<file path="src/design/cks_pkg.sv">
// Shared types, constants and the quarter-round helper for the ChaCha20 keystream generator.
`timescale 1ns / 1ps

package cks_pkg;

    // Number of double rounds per block.
    localparam int DOUBLE_ROUNDS = 10;
    // Each double round takes four half quarter-round steps.
    localparam int ROUND_STEPS = 4 * DOUBLE_ROUNDS;
    localparam int STEP_W = $clog2(ROUND_STEPS);

    // Words in one block and the width of a word index that can also hold "empty".
    localparam int BLOCK_WORDS = 16;
    localparam int INDEX_W = $clog2(BLOCK_WORDS) + 1;
    localparam int WORD_SEL_W = $clog2(BLOCK_WORDS);
    localparam int COUNTER_WORD = 12;

    // Configuration register file.
    localparam int SEED_REGS = 8;
    localparam int SEED_SEL_W = $clog2(SEED_REGS);
    localparam int PADDR_W = SEED_SEL_W + 3;

    // Request queue between the front and the back end.
    localparam int FIFO_DEPTH = 4;
    localparam int FIFO_PTR_W = $clog2(FIFO_DEPTH);
    localparam int FIFO_CNT_W = FIFO_PTR_W + 1;

    typedef logic [31:0] word_t;
    typedef logic [BLOCK_WORDS-1:0][31:0] block_t;
    typedef logic [SEED_REGS-1:0][63:0] seed_t;

    // Four words taken by one quarter round.
    typedef struct packed {
        word_t a;
        word_t b;
        word_t c;
        word_t d;
    } quad_t;

    // Block engine request and status.
    typedef struct packed {
        logic   start;
        block_t init;
    } core_req_t;

    typedef struct packed {
        logic idle;
    } core_status_t;

    // Head of the request queue as seen by the back end.
    typedef struct packed {
        logic empty;
        logic restart;
    } fifo_head_t;

    typedef enum logic [1:0] {
        CORE_IDLE,
        CORE_RUN,
        CORE_FINAL
    } core_state_t;

    typedef enum logic {
        BACK_IDLE,
        BACK_WAIT
    } back_state_t;

    // One half of a quarter round: rotations 16/12 in the first half, 8/7 in the second.
    function automatic quad_t qr_half(quad_t q, logic second);
        quad_t r;
        word_t a;
        word_t b;
        word_t c;
        word_t d;
        a = q.a + q.b;
        d = q.d ^ a;
        d = second ? {d[23:0], d[31:24]} : {d[15:0], d[31:16]};
        c = q.c + d;
        b = q.b ^ c;
        b = second ? {b[24:0], b[31:25]} : {b[19:0], b[31:20]};
        r.a = a;
        r.b = b;
        r.c = c;
        r.d = d;
        return r;
    endfunction

endpackage

</file>
<file path="src/design/cks_back.sv">
// Back end: tracks the word index and counter offset, starts refills and fills the output register.
`timescale 1ns / 1ps

module cks_back (
    input  logic                  aclk,
    input  logic                  aresetn,
    input  cks_pkg::seed_t        seed,
    input  cks_pkg::fifo_head_t   head,
    output logic                  pop,
    output cks_pkg::core_req_t    core_req,
    input  cks_pkg::core_status_t core_status,
    input  cks_pkg::block_t       block,
    output logic                  m_tvalid,
    input  logic                  m_tready,
    output logic [31:0]           m_tdata
);

    cks_pkg::back_state_t        state_reg;
    cks_pkg::back_state_t        state_next;
    logic [cks_pkg::INDEX_W-1:0] index_reg;
    logic [cks_pkg::INDEX_W-1:0] index_next;
    logic [cks_pkg::INDEX_W-1:0] index_eff;
    cks_pkg::word_t              offset_reg;
    cks_pkg::word_t              offset_next;
    cks_pkg::word_t              offset_eff;
    logic                        out_valid_reg;
    logic                        out_valid_next;
    cks_pkg::word_t              out_data_reg;
    cks_pkg::word_t              out_data_next;
    logic                        out_free;
    logic                        need_refill;
    logic                        load_out;

    assign m_tvalid = out_valid_reg;
    assign m_tdata  = out_data_reg;
    assign out_free = !out_valid_reg || m_tready;

    // A restart empties the buffer and sets the offset back so the next refill uses offset 0.
    assign index_eff   = head.restart ? cks_pkg::INDEX_W'(cks_pkg::BLOCK_WORDS) : index_reg;
    assign offset_eff  = head.restart ? '1 : offset_reg;
    assign need_refill = index_eff[cks_pkg::INDEX_W-1];

    // Input state for a refill, with the counter word advanced by the new offset.
    always_comb begin
        for (int i = 0; i < cks_pkg::BLOCK_WORDS; i++) begin
            core_req.init[i] = seed[i / 2][(i % 2) * 32 +: 32];
        end
        core_req.init[cks_pkg::COUNTER_WORD] =
            seed[cks_pkg::COUNTER_WORD / 2][31:0] + offset_eff + 32'd1;
    end

    // Next state.
    always_comb begin
        state_next = state_reg;
        case (state_reg)
            cks_pkg::BACK_IDLE: begin
                if (!head.empty && out_free && need_refill) begin
                    state_next = cks_pkg::BACK_WAIT;
                end
            end
            cks_pkg::BACK_WAIT: begin
                if (core_status.idle && out_free) begin
                    state_next = cks_pkg::BACK_IDLE;
                end
            end
            default: begin
                state_next = cks_pkg::BACK_IDLE;
            end
        endcase
    end

    // Outputs and datapath control.
    always_comb begin
        pop            = 1'b0;
        core_req.start = 1'b0;
        load_out       = 1'b0;
        index_next     = index_reg;
        offset_next    = offset_reg;
        out_data_next  = out_data_reg;
        case (state_reg)
            cks_pkg::BACK_IDLE: begin
                if (!head.empty && out_free) begin
                    pop = 1'b1;
                    if (need_refill) begin
                        core_req.start = 1'b1;
                        offset_next    = offset_eff + 32'd1;
                        index_next     = index_eff;
                    end else begin
                        load_out      = 1'b1;
                        out_data_next = block[index_eff[cks_pkg::WORD_SEL_W-1:0]];
                        index_next    = index_eff + 1'b1;
                    end
                end
            end
            cks_pkg::BACK_WAIT: begin
                if (core_status.idle && out_free) begin
                    load_out      = 1'b1;
                    out_data_next = block[0];
                    index_next    = cks_pkg::INDEX_W'(1);
                end
            end
            default: begin
                load_out = 1'b0;
            end
        endcase
        if (load_out) begin
            out_valid_next = 1'b1;
        end else if (m_tready) begin
            out_valid_next = 1'b0;
        end else begin
            out_valid_next = out_valid_reg;
        end
    end

    always_ff @(posedge aclk) begin
        if (!aresetn) begin
            state_reg     <= cks_pkg::BACK_IDLE;
            index_reg     <= cks_pkg::INDEX_W'(cks_pkg::BLOCK_WORDS);
            offset_reg    <= '1;
            out_valid_reg <= 1'b0;
        end else begin
            state_reg     <= state_next;
            index_reg     <= index_next;
            offset_reg    <= offset_next;
            out_valid_reg <= out_valid_next;
        end
    end

    // Output word register.
    always_ff @(posedge aclk) begin
        out_data_reg <= out_data_next;
    end

endmodule

</file>
<file path="config.mk">
export PLATFORM = sky130hd
export DESIGN_NAME = cks_back
export DESIGN_NICKNAME = d
export VERILOG_FILES = /design/src/design/cks_pkg.sv /design/src/design/cks_back.sv
export SDC_FILE = /design/constraint.sdc
export NUM_CORES = 1
export LEC_CHECK = 0
export BUFFER_PORTS_ARGS = -buffer_cell sky130_fd_sc_hd__buf_2
export CORE_AREA = 2 2 608 610
export DETAILED_ROUTE_END_ITERATION = 6
export DIE_AREA = 0 0 610 612
export SYNTH_ARGS = -nofsm -noshare
export SYNTH_HDL_FRONTEND = slang
export SYNTH_SLANG_ARGS = --single-unit
</file>
<file path="constraint.sdc">
create_clock -name aclk -period 11.5 [get_ports aclk]
set_clock_uncertainty 0.2 [all_clocks]
set_input_delay 1.15 -clock aclk [delete_from_list [all_inputs] [get_ports aclk]]
set_output_delay 1.15 -clock aclk [all_outputs]
set_load 0.005 [all_outputs]
</file>
; Word-level counts from Yosys, hierarchy flattened
; Index checks and enable logic that the tools add are counted.
[totals]
regBits = 71
input_bits = 1030
output_inout_bits = 547
word_cells = 50
[classes]
n_addsub = 4
order_cmp = 1
n_eq_ne = 3
mux = 26
bitwise = 1
n_reduce_logical = 10
[ops]
columns = cell, n
row1 = two-way mux 32 bit, 5
row2 = binary-select mux 32 bit (select 4 bit), 1
row3 = adder 32 x 1 -> 32 bit (second input constant), 2
row4 = one-hot mux 32 bit (2 select lines), 1
row5 = adder 32 bit, 1
row6 = two-way mux 5 bit, 4
row7 = two-way mux 1 bit, 12
row8 = one-hot mux 5 bit (2 select lines), 1
row9 = AND reduction 3 bit, 2
row10 = adder 5 x 1 -> 5 bit (second input constant), 1
row11 = less-than comparator 4 x 5 -> 1 bit (second input constant), 1
row12 = inequality test 2 bit (second input constant), 2
row13 = one-hot mux 1 bit (2 select lines), 2
row14 = logical AND 1 bit, 3
row15 = zero test 1 bit, 2
row16 = inequality test 2 x 1 -> 1 bit (second input constant), 1
row17 = AND reduction 2 bit, 1
row18 = nonzero test 2 bit, 1
row19 = logical OR 1 bit, 1
row20 = inverter 1 bit, 1

; Depth between registers and ports, before layout
[logic_depth]
depth_word = 6
depth_mapped = 16
ltp_nobuf = 11

; Worst setup path after synthesis
; No wires, ideal clock.
[synth_path]
kind = input to output
start = input head[0] (netlist name)
end = output core_req[414] (netlist name)
t_arrival_ns = 4.339
required_ns = 10.150
slack_ns = 5.811
cell_stages = 16
path_buffers = 5
cell_sequence = buf_4 -> clkbuf_1 -> clkbuf_1 -> buf_2 -> clkbuf_1 -> or2_2 -> inv_1 -> ha_1 -> fa_1 -> nor2b_1 -> o211ai_1 -> a21oi_1 -> a311oi_1 -> o21ai_0 -> a31oi_1 -> xnor2_1
[synth_lines]
columns = element, line_no
row1 = start: declaration, cks_back.sv:8  ; input cks_pkg::fifo_head_t head,
row2 = end: declaration, cks_back.sv:10  ; output cks_pkg::core_req_t core_req,

==> metrics <==
syn_nets=2528; Residual DRC=0; vias in the first global route=11852; first-pass GRT wire length=280000 um; final worst path period need=6.01 ns; Clock Tree Buf Depth=2; Synth Area per Inst=8.69 um2; Arr. time, crit path=4.66 ns; FF-to-FF setup slack=7.31 ns; CTS Buf Count=9; wire length on met1=45500 um; Placeable Area=367000 um2; IO Port Bufs=616; GPL Wtd Cong=0.865; layout cells sized above 1=0.545; number of gates resized after CTS=0; die area=373000 um2; hold buffer count at CTS=0; fin cells=6456; EDFF count, synth=32; CTS clock-pin slew for the worst setup and hold paths=0.07 ns; postcts setup bufs=0; grt total ovfl=0; Final HPWL DP=239000 um; TritonCTS clock tree=built; placed inst area=18200 um2; headroom to the max-slew limit=0.247; status=finished, final reports clean; DR vias=13630; max incr delay on CP=0.56 ns; CP cell instances=buf_2 > buf_4 > or2_2 > inv_1 > ha_1 > fa_1 > nor2b_1 > o211ai_1 > a21oi_1 > a311oi_1 > o21ai_0 > a211oi_1 > xnor2_1 > buf_2; Worst Hold Class=flip-flop to flip-flop; synthesized flop and latch total=71; Hold Path Depth=2; top_reg_cell synth=dfxtp_1; Gate Count Post-Synth=1460; Starting Density=0.0346; WP data required=10.15 ns; row count=223; Die Wd=610 um; Unique masters post-synth=62; wire length on met3=71200 um; worst slew pin tran=1.13 ns; Post-Syn Area=12700 um2; Worst setup EP type=output pin; fraction of registers with async set/reset=0; Final Hold Viols=0; clk_lat worst skew=0.42 ns; fmax=0.166 GHz; vias per std cell=2.11; H-tree depth=3; antenna-violating nets left=0; setup tns final=0 ns; unrepaired setup endpoints after global routing=no; fin crit share=0.522; Area Overhead vs Synth=46.9%; register area share after synthesis=0.137; WL/cell=39.3 um; largest net degree at the start of global routing=94; most repeated library cell on the critical path=buf_2; FF-to-FF path depth=8; Crit-path slowest cell=buf_4; FILL cells=43562; CTS sink count=71; Initial DRC Count=1303; Layout Nets=2607; power per cell area=71.5 nW/um2; top-level port count=1577; DRT Pass-1 Iters=5; die height=612 um; leakage power=0.00562 uW; Final Setup Violations=0; Inst Count DP=6365; Ys Warns=0; fin area=18600 um2; worst-path maximum fanout=72; Clock Tree Root=clkbuf_16; Max Cap Violations=0; VDD IR max=0.0000599 V; gr usage total=0.131; startpoint types=input port; initial antenna violation count=195; Slew Viols, Final=0; WS Path Type=input port to output pin; Top Layer Used=met5; final wirelength=253000 um; Routed met2 length=130000 um
-- cell families (layout without fill, tap and decap cells) --
group	Yosys count	count (layout)	share of synthesized area
other	0	75	0
AO/OA/AOI/OAI	377	377	0.194
AND/OR/NAND/NOR	207	207	0.0823
multiplexers	133	133	0.203
adder cells (fa/ha/maj)	38	38	0.0381
XOR/XNOR	31	31	0.0214
buffers and inverters	603	687	0.325
flip-flops	71	71	0.137
-- cell usage after synthesis, types with 15 or more instances --
| master | count | area share |
|---|---|---|
| ha_1 | 37 | 0.036 |
| o22ai_1 | 70 | 0.035 |
| mux2_2 | 32 | 0.028 |
| inv_1 | 22 | 0.0065 |
| a21oi_1 | 47 | 0.019 |
| buf_2 | 19 | 0.0075 |
| buf_4 | 482 | 0.29 |
| clkbuf_1 | 70 | 0.021 |
| dfxtp_1 | 39 | 0.062 |
| mux4_2 | 96 | 0.17 |
| nor2_1 | 34 | 0.010 |
| or2_2 | 26 | 0.013 |
| xnor2_1 | 16 | 0.011 |
| edfxtp_1 | 32 | 0.076 |
| o221ai_1 | 66 | 0.046 |
| o21ai_0 | 114 | 0.045 |
| nand3_1 | 18 | 0.0071 |
| xor2_1 | 15 | 0.010 |
| nand2_1 | 68 | 0.020 |
-- report_power, final --
group	total (uW)	internal, uW	leakage [uW]	switching [uW]
logic	665	271	0.00486	393
clock network	356	155	0.000149	201
registers	311	288	0.000615	23.0
total	1330	715	0.00562	617
-- through the flow --
stage                 util  total power, uW  hold slack, ns  worst slack (ns)
finish              0.0508             1330           0.283              5.49
global route        0.0506             1430           0.323              5.24
CTS                 0.0503             1390           0.288              5.51
detailed placement  0.0494             1010           0.276              5.52
global placement    0.0494             1000           0.269              5.56
floorplan                -              759           0.247              5.81
-- worst max-delay path, delay by kind of cell --
kind	cells	cell delay, ns
AND/OR/NAND/NOR	2	0.41
buffers and inverters	4	0.83
XOR/XNOR	1	0.19
adder cells (fa/ha/maj)	2	0.63
AO/OA/AOI/OAI	5	1.41
-- cell type report --
type,instances,area [um2],area share
repair buffers,647,3330,0.179
well taps,4837,6050,0.325
multi-input cells,786,6930,0.372
flip-flops and latches,71,1750,0.0936
inverters,24,95.1,0.00510
diodes,75,188,0.0101
clock buffers,9,225,0.0121
clock inverters,7,76.3,0.00409
-- cell usage in the layout, fill, tap and decap left out, types with 26 or more instances in the layout --
master | Yosys | final
buf_2 | 19 | 616
o21ai_0 | 114 | 109
mux4_2 | 96 | 96
diode_2 | 0 | 75
nand2_1 | 68 | 66
o221ai_1 | 66 | 66
o22ai_1 | 70 | 63
a21oi_1 | 47 | 47
dfxtp_1 | 39 | 38
ha_1 | 37 | 37
nor2_1 | 34 | 34
mux2_2 | 32 | 32
edfxtp_1 | 32 | 32
buf_4 | 482 | 30
or2_2 | 26 | 26
-- per-layer routing --
layer,global-route usage,vias to the layer above
li1,-,5199
met4,0.0278,122
met1,0.0695,5948
met2,0.237,1902
met5,0.000904,-
met3,0.171,459
-- final timing paths --
| kind | start | end |
|---|---|---|
| setup / recovery | head[0] | core_req[410] |
| hold / removal | offset_reg[1] | offset_reg[1] |
| setup reg to reg | index_reg[0] | m_tdata[9] |
| hold reg to reg | offset_reg[1] | offset_reg[1] |
No activity file was read; power rests on OpenSTA's default activity.
