**src/design/cks_pkg.sv**
```systemverilog
// Shared types, constants and the quarter-round helper for the ChaCha20 keystream generator.
`timescale 1ns / 1ps

package cks_pkg;

    // Number of double rounds per block.
    localparam int DOUBLE_ROUNDS = 10;
    // Each double round takes four half quarter-round steps.
    localparam int ROUND_STEPS = 4 * DOUBLE_ROUNDS;
    localparam int STEP_W = $clog2(ROUND_STEPS);

    // Words in one block and the width of a word index that can also hold "empty".
    localparam int BLOCK_WORDS = 16;
    localparam int INDEX_W = $clog2(BLOCK_WORDS) + 1;
    localparam int WORD_SEL_W = $clog2(BLOCK_WORDS);
    localparam int COUNTER_WORD = 12;

    // Configuration register file.
    localparam int SEED_REGS = 8;
    localparam int SEED_SEL_W = $clog2(SEED_REGS);
    localparam int PADDR_W = SEED_SEL_W + 3;

    // Request queue between the front and the back end.
    localparam int FIFO_DEPTH = 4;
    localparam int FIFO_PTR_W = $clog2(FIFO_DEPTH);
    localparam int FIFO_CNT_W = FIFO_PTR_W + 1;

    typedef logic [31:0] word_t;
    typedef logic [BLOCK_WORDS-1:0][31:0] block_t;
    typedef logic [SEED_REGS-1:0][63:0] seed_t;

    // Four words taken by one quarter round.
    typedef struct packed {
        word_t a;
        word_t b;
        word_t c;
        word_t d;
    } quad_t;

    // Block engine request and status.
    typedef struct packed {
        logic   start;
        block_t init;
    } core_req_t;

    typedef struct packed {
        logic idle;
    } core_status_t;

    // Head of the request queue as seen by the back end.
    typedef struct packed {
        logic empty;
        logic restart;
    } fifo_head_t;

    typedef enum logic [1:0] {
        CORE_IDLE,
        CORE_RUN,
        CORE_FINAL
    } core_state_t;

    typedef enum logic {
        BACK_IDLE,
        BACK_WAIT
    } back_state_t;

    // One half of a quarter round: rotations 16/12 in the first half, 8/7 in the second.
    function automatic quad_t qr_half(quad_t q, logic second);
        quad_t r;
        word_t a;
        word_t b;
        word_t c;
        word_t d;
        a = q.a + q.b;
        d = q.d ^ a;
        d = second ? {d[23:0], d[31:24]} : {d[15:0], d[31:16]};
        c = q.c + d;
        b = q.b ^ c;
        b = second ? {b[24:0], b[31:25]} : {b[19:0], b[31:20]};
        r.a = a;
        r.b = b;
        r.c = c;
        r.d = d;
        return r;
    endfunction

endpackage

```
**src/design/cks_fifo.sv**
```systemverilog
// Short request queue that decouples the accepting front end from the keystream back end.
`timescale 1ns / 1ps

module cks_fifo (
    input  logic                aclk,
    input  logic                aresetn,
    input  logic                push,
    input  logic                push_restart,
    output logic                full,
    input  logic                pop,
    output cks_pkg::fifo_head_t head
);

    logic [cks_pkg::FIFO_DEPTH-1:0] mem_reg;
    logic [cks_pkg::FIFO_PTR_W-1:0] wr_ptr_reg;
    logic [cks_pkg::FIFO_PTR_W-1:0] wr_ptr_next;
    logic [cks_pkg::FIFO_PTR_W-1:0] rd_ptr_reg;
    logic [cks_pkg::FIFO_PTR_W-1:0] rd_ptr_next;
    logic [cks_pkg::FIFO_CNT_W-1:0] count_reg;
    logic [cks_pkg::FIFO_CNT_W-1:0] count_next;

    // Status toward both sides.
    assign full         = (count_reg == cks_pkg::FIFO_CNT_W'(cks_pkg::FIFO_DEPTH));
    assign head.empty   = (count_reg == '0);
    assign head.restart = mem_reg[rd_ptr_reg];

    // Pointer and occupancy updates.
    always_comb begin
        wr_ptr_next = push ? wr_ptr_reg + 1'b1 : wr_ptr_reg;
        rd_ptr_next = pop ? rd_ptr_reg + 1'b1 : rd_ptr_reg;
        count_next  = count_reg;
        if (push && !pop) begin
            count_next = count_reg + 1'b1;
        end else if (pop && !push) begin
            count_next = count_reg - 1'b1;
        end
    end

    always_ff @(posedge aclk) begin
        if (!aresetn) begin
            wr_ptr_reg <= '0;
            rd_ptr_reg <= '0;
            count_reg  <= '0;
        end else begin
            wr_ptr_reg <= wr_ptr_next;
            rd_ptr_reg <= rd_ptr_next;
            count_reg  <= count_next;
        end
    end

    // Entry storage.
    always_ff @(posedge aclk) begin
        if (push) begin
            mem_reg[wr_ptr_reg] <= push_restart;
        end
    end

endmodule

```
**config.mk**
```make
export PLATFORM = sky130hd
export DESIGN_NAME = cks_fifo
export DESIGN_NICKNAME = d
export VERILOG_FILES = /design/src/design/cks_pkg.sv /design/src/design/cks_fifo.sv
export SDC_FILE = /design/constraint.sdc
export NUM_CORES = 1
export LEC_CHECK = 0
export ABC_AREA = 1
export BUFFER_PORTS_ARGS = -buffer_cell sky130_fd_sc_hd__buf_2
export CAP_MARGIN = 20
export CELL_PAD_IN_SITES_DETAIL_PLACEMENT = 1
export CELL_PAD_IN_SITES_GLOBAL_PLACEMENT = 2
export CORE_MARGIN = 5
export CORE_UTILIZATION = 33
export DETAILED_ROUTE_END_ITERATION = 16
export HOLD_SLACK_MARGIN = 0.15
export PLACE_DENSITY_LB_ADDON = 0.1
export SLEW_MARGIN = 30
export SYNTH_ARGS = -nofsm -noshare
export SYNTH_HDL_FRONTEND = slang
export SYNTH_SLANG_ARGS = --single-unit
```
**constraint.sdc**
```tcl
create_clock -name aclk -period 4 [get_ports aclk]
set_clock_uncertainty 0.15 [all_clocks]
set_input_delay 0.8 -clock aclk [delete_from_list [all_inputs] [get_ports aclk]]
set_output_delay 0.8 -clock aclk [all_outputs]
set_load 0.02 [all_outputs]
```
Word level (Yosys, flattened, before mapping)
Cells that the tools add are included.
- flip-flop bits (word level): 11
- input port bits: 5
- output and inout bits: 3
- word-level logic and storage cells: 26
- $add $sub $neg: 4
- $lt $le $gt $ge: 3
- eq/ne operators: 1
- mux-type cells: 7
- reductions and logical operators: 7
- operator list (cell ; count):
    2-bit by 3-bit < comparator with 1-bit output, second input constant ; 2
    3-bit two-way mux ; 2
    2-bit by 1-bit adder with 2-bit output, second input constant ; 2
    4-bit bitwise mux ; 1
    3-bit by 1-bit adder with 3-bit output, second input constant ; 1
    3-bit == test, second input constant ; 1
    1-bit logical AND ; 3
    3-bit zero test ; 1
    3-bit by 1-bit subtractor with 3-bit output, second input constant ; 1
    1-bit binary-select mux with 2-bit select ; 1
    1-bit demux with 2-bit select ; 1
    2-bit by 1-bit >= comparator with 1-bit output, second input constant ; 1
    1-bit zero test ; 2
    1-bit two-way mux ; 2
    2-bit nonzero test ; 1

Longest topological paths before layout
Gate-level depths: netlist of the first run.
- depth in word-level cells: 5
- gate-level depth with buffers: 10
- depth with buffers taken out: 10

Least setup slack after synthesis of the first run
OpenSTA, ideal clock, no wires.
- path type: input-to-reg
- start: in pop
- end: reg count_reg[2] (netlist name)
- setup time: 0.110 ns
- arrival time: 1.712 ns
- required time: 3.740 ns
- path slack: 2.028 ns
- cell stages on the path: 10
- path buffers: 0
- cell sequence: inv_1 > ha_1 > inv_1 > fa_1 > inv_1 > nand2_1 > nand3_1 > nand2_1 > inv_1 > nor2_1
- longest elaborated chain between the ends: 3
- elaborated cells between the ends (all ways): 5
- classes of those cells: mux: 1; reduce/logical: 4
- RTL lines (item ; RTL line ; text):
    from (decl) ; cks_fifo.sv:10 ; input logic pop,
    1-bit zero test ; cks_fifo.sv:32 ; if (push && !pop) begin
    1-bit logical AND ; cks_fifo.sv:32 ;
    3-bit two-way mux or 2-bit nonzero test (tied branches) ; -- ;
    to (signal assigned) ; cks_fifo.sv:47 ; count_reg <= count_next;
    to (decl) ; cks_fifo.sv:19 ; logic [cks_pkg::FIFO_CNT_W-1:0] count_reg;
Parallel ways exist; a longest one is shown, timed or not.
A chain may end at the register's enable or synchronous reset.

==> summary.txt, run 1 <==
Setup path
  • Worst-path fanout max: 4
  • Setup crit start kind: register
  • CP max stage cell: dfxtp_1
  • Worst EP arrival: 1.11 ns
  • Max incr delay on CP: 0.37 ns
  • Critical Path End Type: primary output
  • Worst EP required: 3.05 ns
  • Crit path cell chain: inv_1 > o21ai_0 > o22ai_1 > buf_2
  • Crit path kind: register to primary output

Clocking
  • Reg clk slew, reported paths: 0.07 ns
  • CTS root buffer: clkbuf_4
  • CTS-repair resized insts: 0
  • Clock Sink Count: 11
  • Htree depth: 1
  • Setup Buffers After CTS: 0
  • CTS tree: done
  • Num CTS Buffers: 3
  • Hold_buf cts: 0
  • Clock Path Buffers: 2
  • Clock Latency Late Sink: 0.27 ns

Die
  • Initial Utilization: 0.355
  • Area of the core: 0.00154 mm2
  • Die ar.: 0.00257 mm2
  • Cell row count: 14
  • DIE WIDTH: 50.7 um
  • Die span in y: 50.7 um
  • Ports: 8

Drt
  • ANT nets after route: 0
  • Drt initial violations: 5
  • DR WL/cell: 11.2 um
  • Vias: 434
  • WL final: 1030 um
  • DR pass1 iterations: 3
  • Avg Vias per Cell: 4.72
  • # DRC: 0

Timing
  • TNS Setup: 0 ns
  • Final Hold Vio Count: 0
  • Setup-failing EPs final: 0
  • Worst-Margin Slew: 0.193 ns
  • Fmax: 485 MHz
  • RSZ-0062 raised after global routing: false
  • Fin. max-slew vios: 0
  • Slew headroom: 0.871
  • Final worst path period need: 2.06 ns
  • Final period util: 0.516
  • Worst setup margin: 1.94 ns

Placed design
  • GPL Wtd Cong: 0.692
  • Setup slack at placement: 1.81 ns
  • Detail Placement HPWL: 835 um
  • Area after DPL: 602 um2
  • IO buf count: 7
  • Dpl cells: 88

Cells and area
  • Syn-to-layout area delta: 14.9%
  • Register area: 260 um2
  • Layout cells sized above 1: 0.132
  • Post-Layout Cell Count: 92
  • Number of antenna cells inserted: 0
  • Number of fill cells: 200
  • Max reg flops: 4
  • Multi-input gate area: 226 um2
  • Post-layout nets: 88
  • Fin area: 628 um2

Synth
  • Synth area leaders: dfxtp_1 26%, edfxtp_1 22%, ha_1 11%
  • Synth Area in Adders: 0.151
  • Synthesized instance count: 65
  • Syn Area/Cell: 8.41 um2
  • Seq/Total Area, Yosys: 0.476
  • Syn. warnings: 0
  • Post-synthesis compound-gate area fraction: 0.121
  • Yosys top cell by area: dfxtp_1
  • Largest family of logic cells by synthesized area: adder cells
  • Share of the synthesized area in the top cell type: 0.256
  • Cell area after synthesis: 547 um2
  • Synth Area in Simple Gates: 0.142
  • Library cells used by synthesis: 13
  • Seq cells post-synth: 11
  • Xor and xnor fraction of the mapped netlist area: 0
  • Post-Syn Nets: 76
  • Mux cell area share after synthesis: 0

Global route
  • First-pass GRT wire length: 1790 um
  • Vias in the first global route: 438
  • Initial antenna violation count: 0
  • GRT overflow: 0
  • Maximum number of pins on one net before global-route repair: 8
  • GRT Total Usage: 0.0944

Pwr
  • Worst IR Drop VDD: 0.000120 V
  • PwrDens: 409 mW/mm2
  • Leakage: 0.320 nW

Job
  • Max-cap violations: 0

Run status
  • Status: complete, no violations

Min path
  • Hold crit path type: register to register
[cells in the mapped netlist]
| cell type | number |
|---|---|
| inv_1 | 16 |
| nand2_1 | 10 |
| dfxtp_1 | 7 |
| o21ai_0 | 7 |
| a21oi_1 | 5 |
| ha_1 | 5 |
| nor2_1 | 5 |
| edfxtp_1 | 4 |
| nor3_1 | 2 |
| fa_1 | 1 |
| nand3_1 | 1 |
| nand4_1 | 1 |
| o22ai_1 | 1 |
[critical path, delay by kind of cell (launching register included)]
family          cells  cell delay, ns
flops               1            0.37
buf+inv             2            0.24
compound gates      2            0.24
[cell usage in the layout (no fill, tap or decap)]
cell type / instances
a21oi_1: 5
nand2_1: 10
ha_1: 5
nor3_1: 2
fa_1: 1
clkbuf_1: 1
edfxtp_1: 4
buf_2: 7
clkbuf_4: 3
o22ai_1: 1
dfxtp_1: 7
nand3_1: 1
o21ai_0: 7
nor2_1: 5
nand4_1: 1
inv_1: 16
[routing by layer]
layer,up-vias,share of wire,GRT usage
met4,0,0.0097,0.0638
li1,228,-,-
met5,-,0,0
met1,199,0.44,0.0968
met3,2,0.042,0.0266
met2,5,0.50,0.163
[cells by family after synthesis]
kind of cell | Yosys count
compound gates | 13
fa+ha+maj | 6
buf+inv | 16
flops | 11
simple gates | 19
[metrics by stage]
stage | utilization | hold WS [ns] | power [mW]
4_1_cts | 0.407 | 0.344 | 0.262
5_1_grt | 0.407 | 0.368 | 0.273
3_3_place_gp | 0.390 | 0.335 | 0.182
2_1_floorplan | - | 0.299 | 0.167
6_report | 0.407 | 0.337 | 0.257
3_5_place_dp | 0.390 | 0.331 | 0.184
[power by group]
group	switching, mW	internal, mW
logic	0.0294	0.0179
clock network	0.0384	0.0386
registers	0.00751	0.125
[path summary, 6_finish.rpt]
check / slack (ns) / from / cells past startpoint / end
max: 1.94 / rd_ptr_reg[0] / 4 / head[0]
max reg2reg: 2.62 / count_reg[0] / 7 / count_reg[2]
min reg2reg: 0.34 / rd_ptr_reg[1] / 2 / rd_ptr_reg[1]
min: 0.34 / rd_ptr_reg[1] / 2 / rd_ptr_reg[1]
[final cells by class]
cell class	count	share of cell area
Inverter	16	0.0956
Timing Repair Buffer	7	0.0558
Clock buffer	4	0.0418
Multi-Input combinational cell	38	0.361
Tap cell	16	0.0319
Sequential cell	11	0.414
Power figures use the tool's default switching activity.
==> inputs of run 2 (changes only) <==
--- a/config.mk
+++ b/config.mk
@@ -11,7 +11,7 @@
 export CELL_PAD_IN_SITES_DETAIL_PLACEMENT = 1
 export CELL_PAD_IN_SITES_GLOBAL_PLACEMENT = 2
 export CORE_MARGIN = 5
-export CORE_UTILIZATION = 33
+export CORE_UTILIZATION = 28
 export DETAILED_ROUTE_END_ITERATION = 16
 export HOLD_SLACK_MARGIN = 0.15
 export PLACE_DENSITY_LB_ADDON = 0.1
==> constraint.sdc (replaced) <==
create_clock -name aclk -period 1.7 [get_ports aclk]
set_clock_uncertainty 0.15 [all_clocks]
set_input_delay 0.34 -clock aclk [delete_from_list [all_inputs] [get_ports aclk]]
set_output_delay 0.34 -clock aclk [all_outputs]
set_load 0.02 [all_outputs]
==> summary.txt, run 2 (synthesized netlist as in run 1, its figures left out) <==
Pwr
  • Total power: 0.611 mW (was 0.257 mW)
  • Int Pwr: 0.434 mW (was 0.181 mW)
  • Switching portion of total power: 0.291 (was 0.293)
  • Clk pwr share: 0.296 (was 0.300)
  • PwrDens: 907 mW/mm2 (was 409 mW/mm2)
  • Comb pwr share: 0.194 (was 0.184)
  • Register share of total power: 0.509 (was 0.516)
  • Worst IR Drop VDD: 0.000499 V (was 0.000120 V)
  • Leakage: 0.338 nW (was 0.320 nW)
  • P_sw: 0.178 mW (was 0.0753 mW)

Global route
  • Global Route met2 Usage: 0.135 (was 0.163)
  • Vias in the first global route: 434 (was 438)
  • Met3 usage: 0.0499 (was 0.0266)
  • GRT Total Usage: 0.0892 (was 0.0944)
  • First-pass GRT wire length: 1760 um (was 1790 um)
  • Maximum number of pins on one net before global-route repair: 8 (unchanged)
  • M1 GR Usage: 0.0973 (was 0.0968)
  • GRT overflow: 0 (unchanged)
  • Initial antenna violation count: 0 (unchanged)
  • Top Usage Layer GRT: met2 (unchanged)

Placed design
  • Detail Placement HPWL: 837 um (was 835 um)
  • IO buf count: 7 (unchanged)
  • Setup slack at placement: -0.0316 ns (was 1.81 ns)
  • Area after DPL: 638 um2 (was 602 um2)
  • GPL Wtd Cong: 0.641 (was 0.692)

Setup path
  • Setup crit start kind: register (unchanged)
  • CP max stage cell: dfxtp_1 (unchanged)
  • Crit path kind: register to primary output (unchanged)
  • Worst EP required: 1.21 ns (was 3.05 ns)
  • Worst-path fanout max: 4 (unchanged)
  • Max incr delay on CP: 0.37 ns (about the same)
  • Crit path cell chain: inv_1 > o21ai_1 > o22ai_1 > buf_2 (was inv_1 > o21ai_0 > o22ai_1 > buf_2)
  • Worst EP arrival: 1.09 ns (was 1.11 ns)
  • Worst R2R Path Depth: 7 (unchanged)
  • Critical Path End Type: primary output (unchanged)

Cells and area
  • Layout cells sized above 1: 0.163 (was 0.132)
  • Most frequent cells in the layout: 16 x inv_1, 10 x nand2_1, 7 x dfxtp_1, 7 x buf_2, 6 x o21ai_0 (was 16 x inv_1, 10 x nand2_1, 7 x o21ai_0, 7 x dfxtp_1, 7 x buf_2)
  • Max reg flops: 4 (unchanged)
  • Post-layout nets: 92 (was 88)
  • Leading cell type in the layout, fill and taps excluded: inv_1 (unchanged)
  • Fin area: 674 um2 (was 628 um2)
  • Syn-to-layout area delta: 23.3% (was 14.9%)
  • Number of antenna cells inserted: 0 (unchanged)

Drt
  • DR WL/cell: 9.50 um (was 11.2 um)
  • Drt initial violations: 7 (was 5)
  • ANT nets after route: 0 (unchanged)
  • # DRC: 0 (unchanged)
  • Avg Vias per Cell: 4.08 (was 4.72)
  • Vias: 437 (was 434)
  • DR pass1 iterations: 4 (was 3)
  • WL final: 1020 um (was 1030 um)

Timing
  • RSZ-0062 raised after global routing: false (unchanged)
  • Worst-Margin Slew: 0.186 ns (was 0.193 ns)
  • Worst setup margin: 0.121 ns (was 1.94 ns)
  • Setup-failing EPs final: 0 (unchanged)
  • Slew headroom: 0.876 (was 0.871)
  • Fin. max-slew vios: 0 (unchanged)
  • WHS: 0.195 ns (was 0.337 ns)
  • Final period util: 0.929
  • TNS Setup: 0 ns (unchanged)
  • Fmax: 633 MHz
  • Final Hold Vio Count: 0 (unchanged)
  • Final worst path period need: 1.58 ns

Die
  • Cell row count: 16 (was 14)
  • Die span in y: 54.2 um (was 50.7 um)
  • Area of the core: 0.00190 mm2 (was 0.00154 mm2)
  • Ports: 8 (unchanged)
  • Initial Utilization: 0.287 (was 0.355)
  • Die ar.: 0.00294 mm2 (was 0.00257 mm2)
  • DIE WIDTH: 54.2 um (was 50.7 um)

Job
  • Max-cap violations: 0 (unchanged)

Clocking
  • Clock Latency Late Sink: 0.27 ns (about the same)
  • CTS tree: done (unchanged)
  • Htree depth: 1 (unchanged)
  • Num CTS Buffers: 3 (unchanged)
  • Clock Sink Count: 11 (unchanged)
  • Reg clk slew, reported paths: 0.07 ns (about the same)
  • CTS root buffer: clkbuf_4 (unchanged)
  • Clock Path Buffers: 2 (unchanged)

Min path
  • Hold crit path type: primary input to register (was register to register)
  • Hold path cells: 3 (was 2)

Run status
  • Status: complete, no violations (unchanged)
==> run 2: cell type report <==
cell class / instances / area (um2)
Multi-Input combinational cell: 38 / 226
Clock buffer: 4 / 26.3
Timing Repair Buffer: 11 / 67.6
Sequential cell: 11 / 260
Fill cell: 238 / 1230
Inverter: 16 / 60.1
Tap cell: 27 / 33.8
==> run 2: timing repair <==
item	CTS	global route
resized for setup	0	1
endpoints found under the hold margin	4	0
setup buffers	0	0
hold buffers	1	0
setup endpoints to repair	0	1
==> run 2: critical path: cells and delay by family (launching register included) <==
family | cells | cell delay [ns]
AO/OA/AOI/OAI | 2 | 0.21
flip-flops | 1 | 0.37
buffers and inverters | 2 | 0.24
==> run 2: through the flow <==
stage,utilization,cells
global route,0.355,107
detailed placement,0.336,102
global placement,0.336,102
finish,0.355,107
CTS,0.355,107
floorplan,-,65
==> run 2: worst paths after layout <==
path	to	from	slack, ns
setup / recovery	head[0]	rd_ptr_reg[0]	0.12
hold / removal	rd_ptr_reg[0]	pop	0.20
hold reg to reg	rd_ptr_reg[1]	rd_ptr_reg[1]	0.35
setup reg to reg	count_reg[2]	count_reg[0]	0.32
==> run 2: metal layers <==
metal,routed length [um],vias to the layer above
li1,-,235
met1,471,193
met2,476,5
met3,45,4
met4,23,0
met5,0,-
==> run 2: power groups by stage <==
stage	Sequential [mW]	Combinational, mW	Clock [mW]
6_report	0.311	0.119	0.181
5_1_grt	0.315	0.141	0.207
4_1_cts	0.312	0.122	0.194
3_5_place_dp	0.318	0.120	0
3_3_place_gp	0.319	0.116	0
2_1_floorplan	0.313	0.0801	0
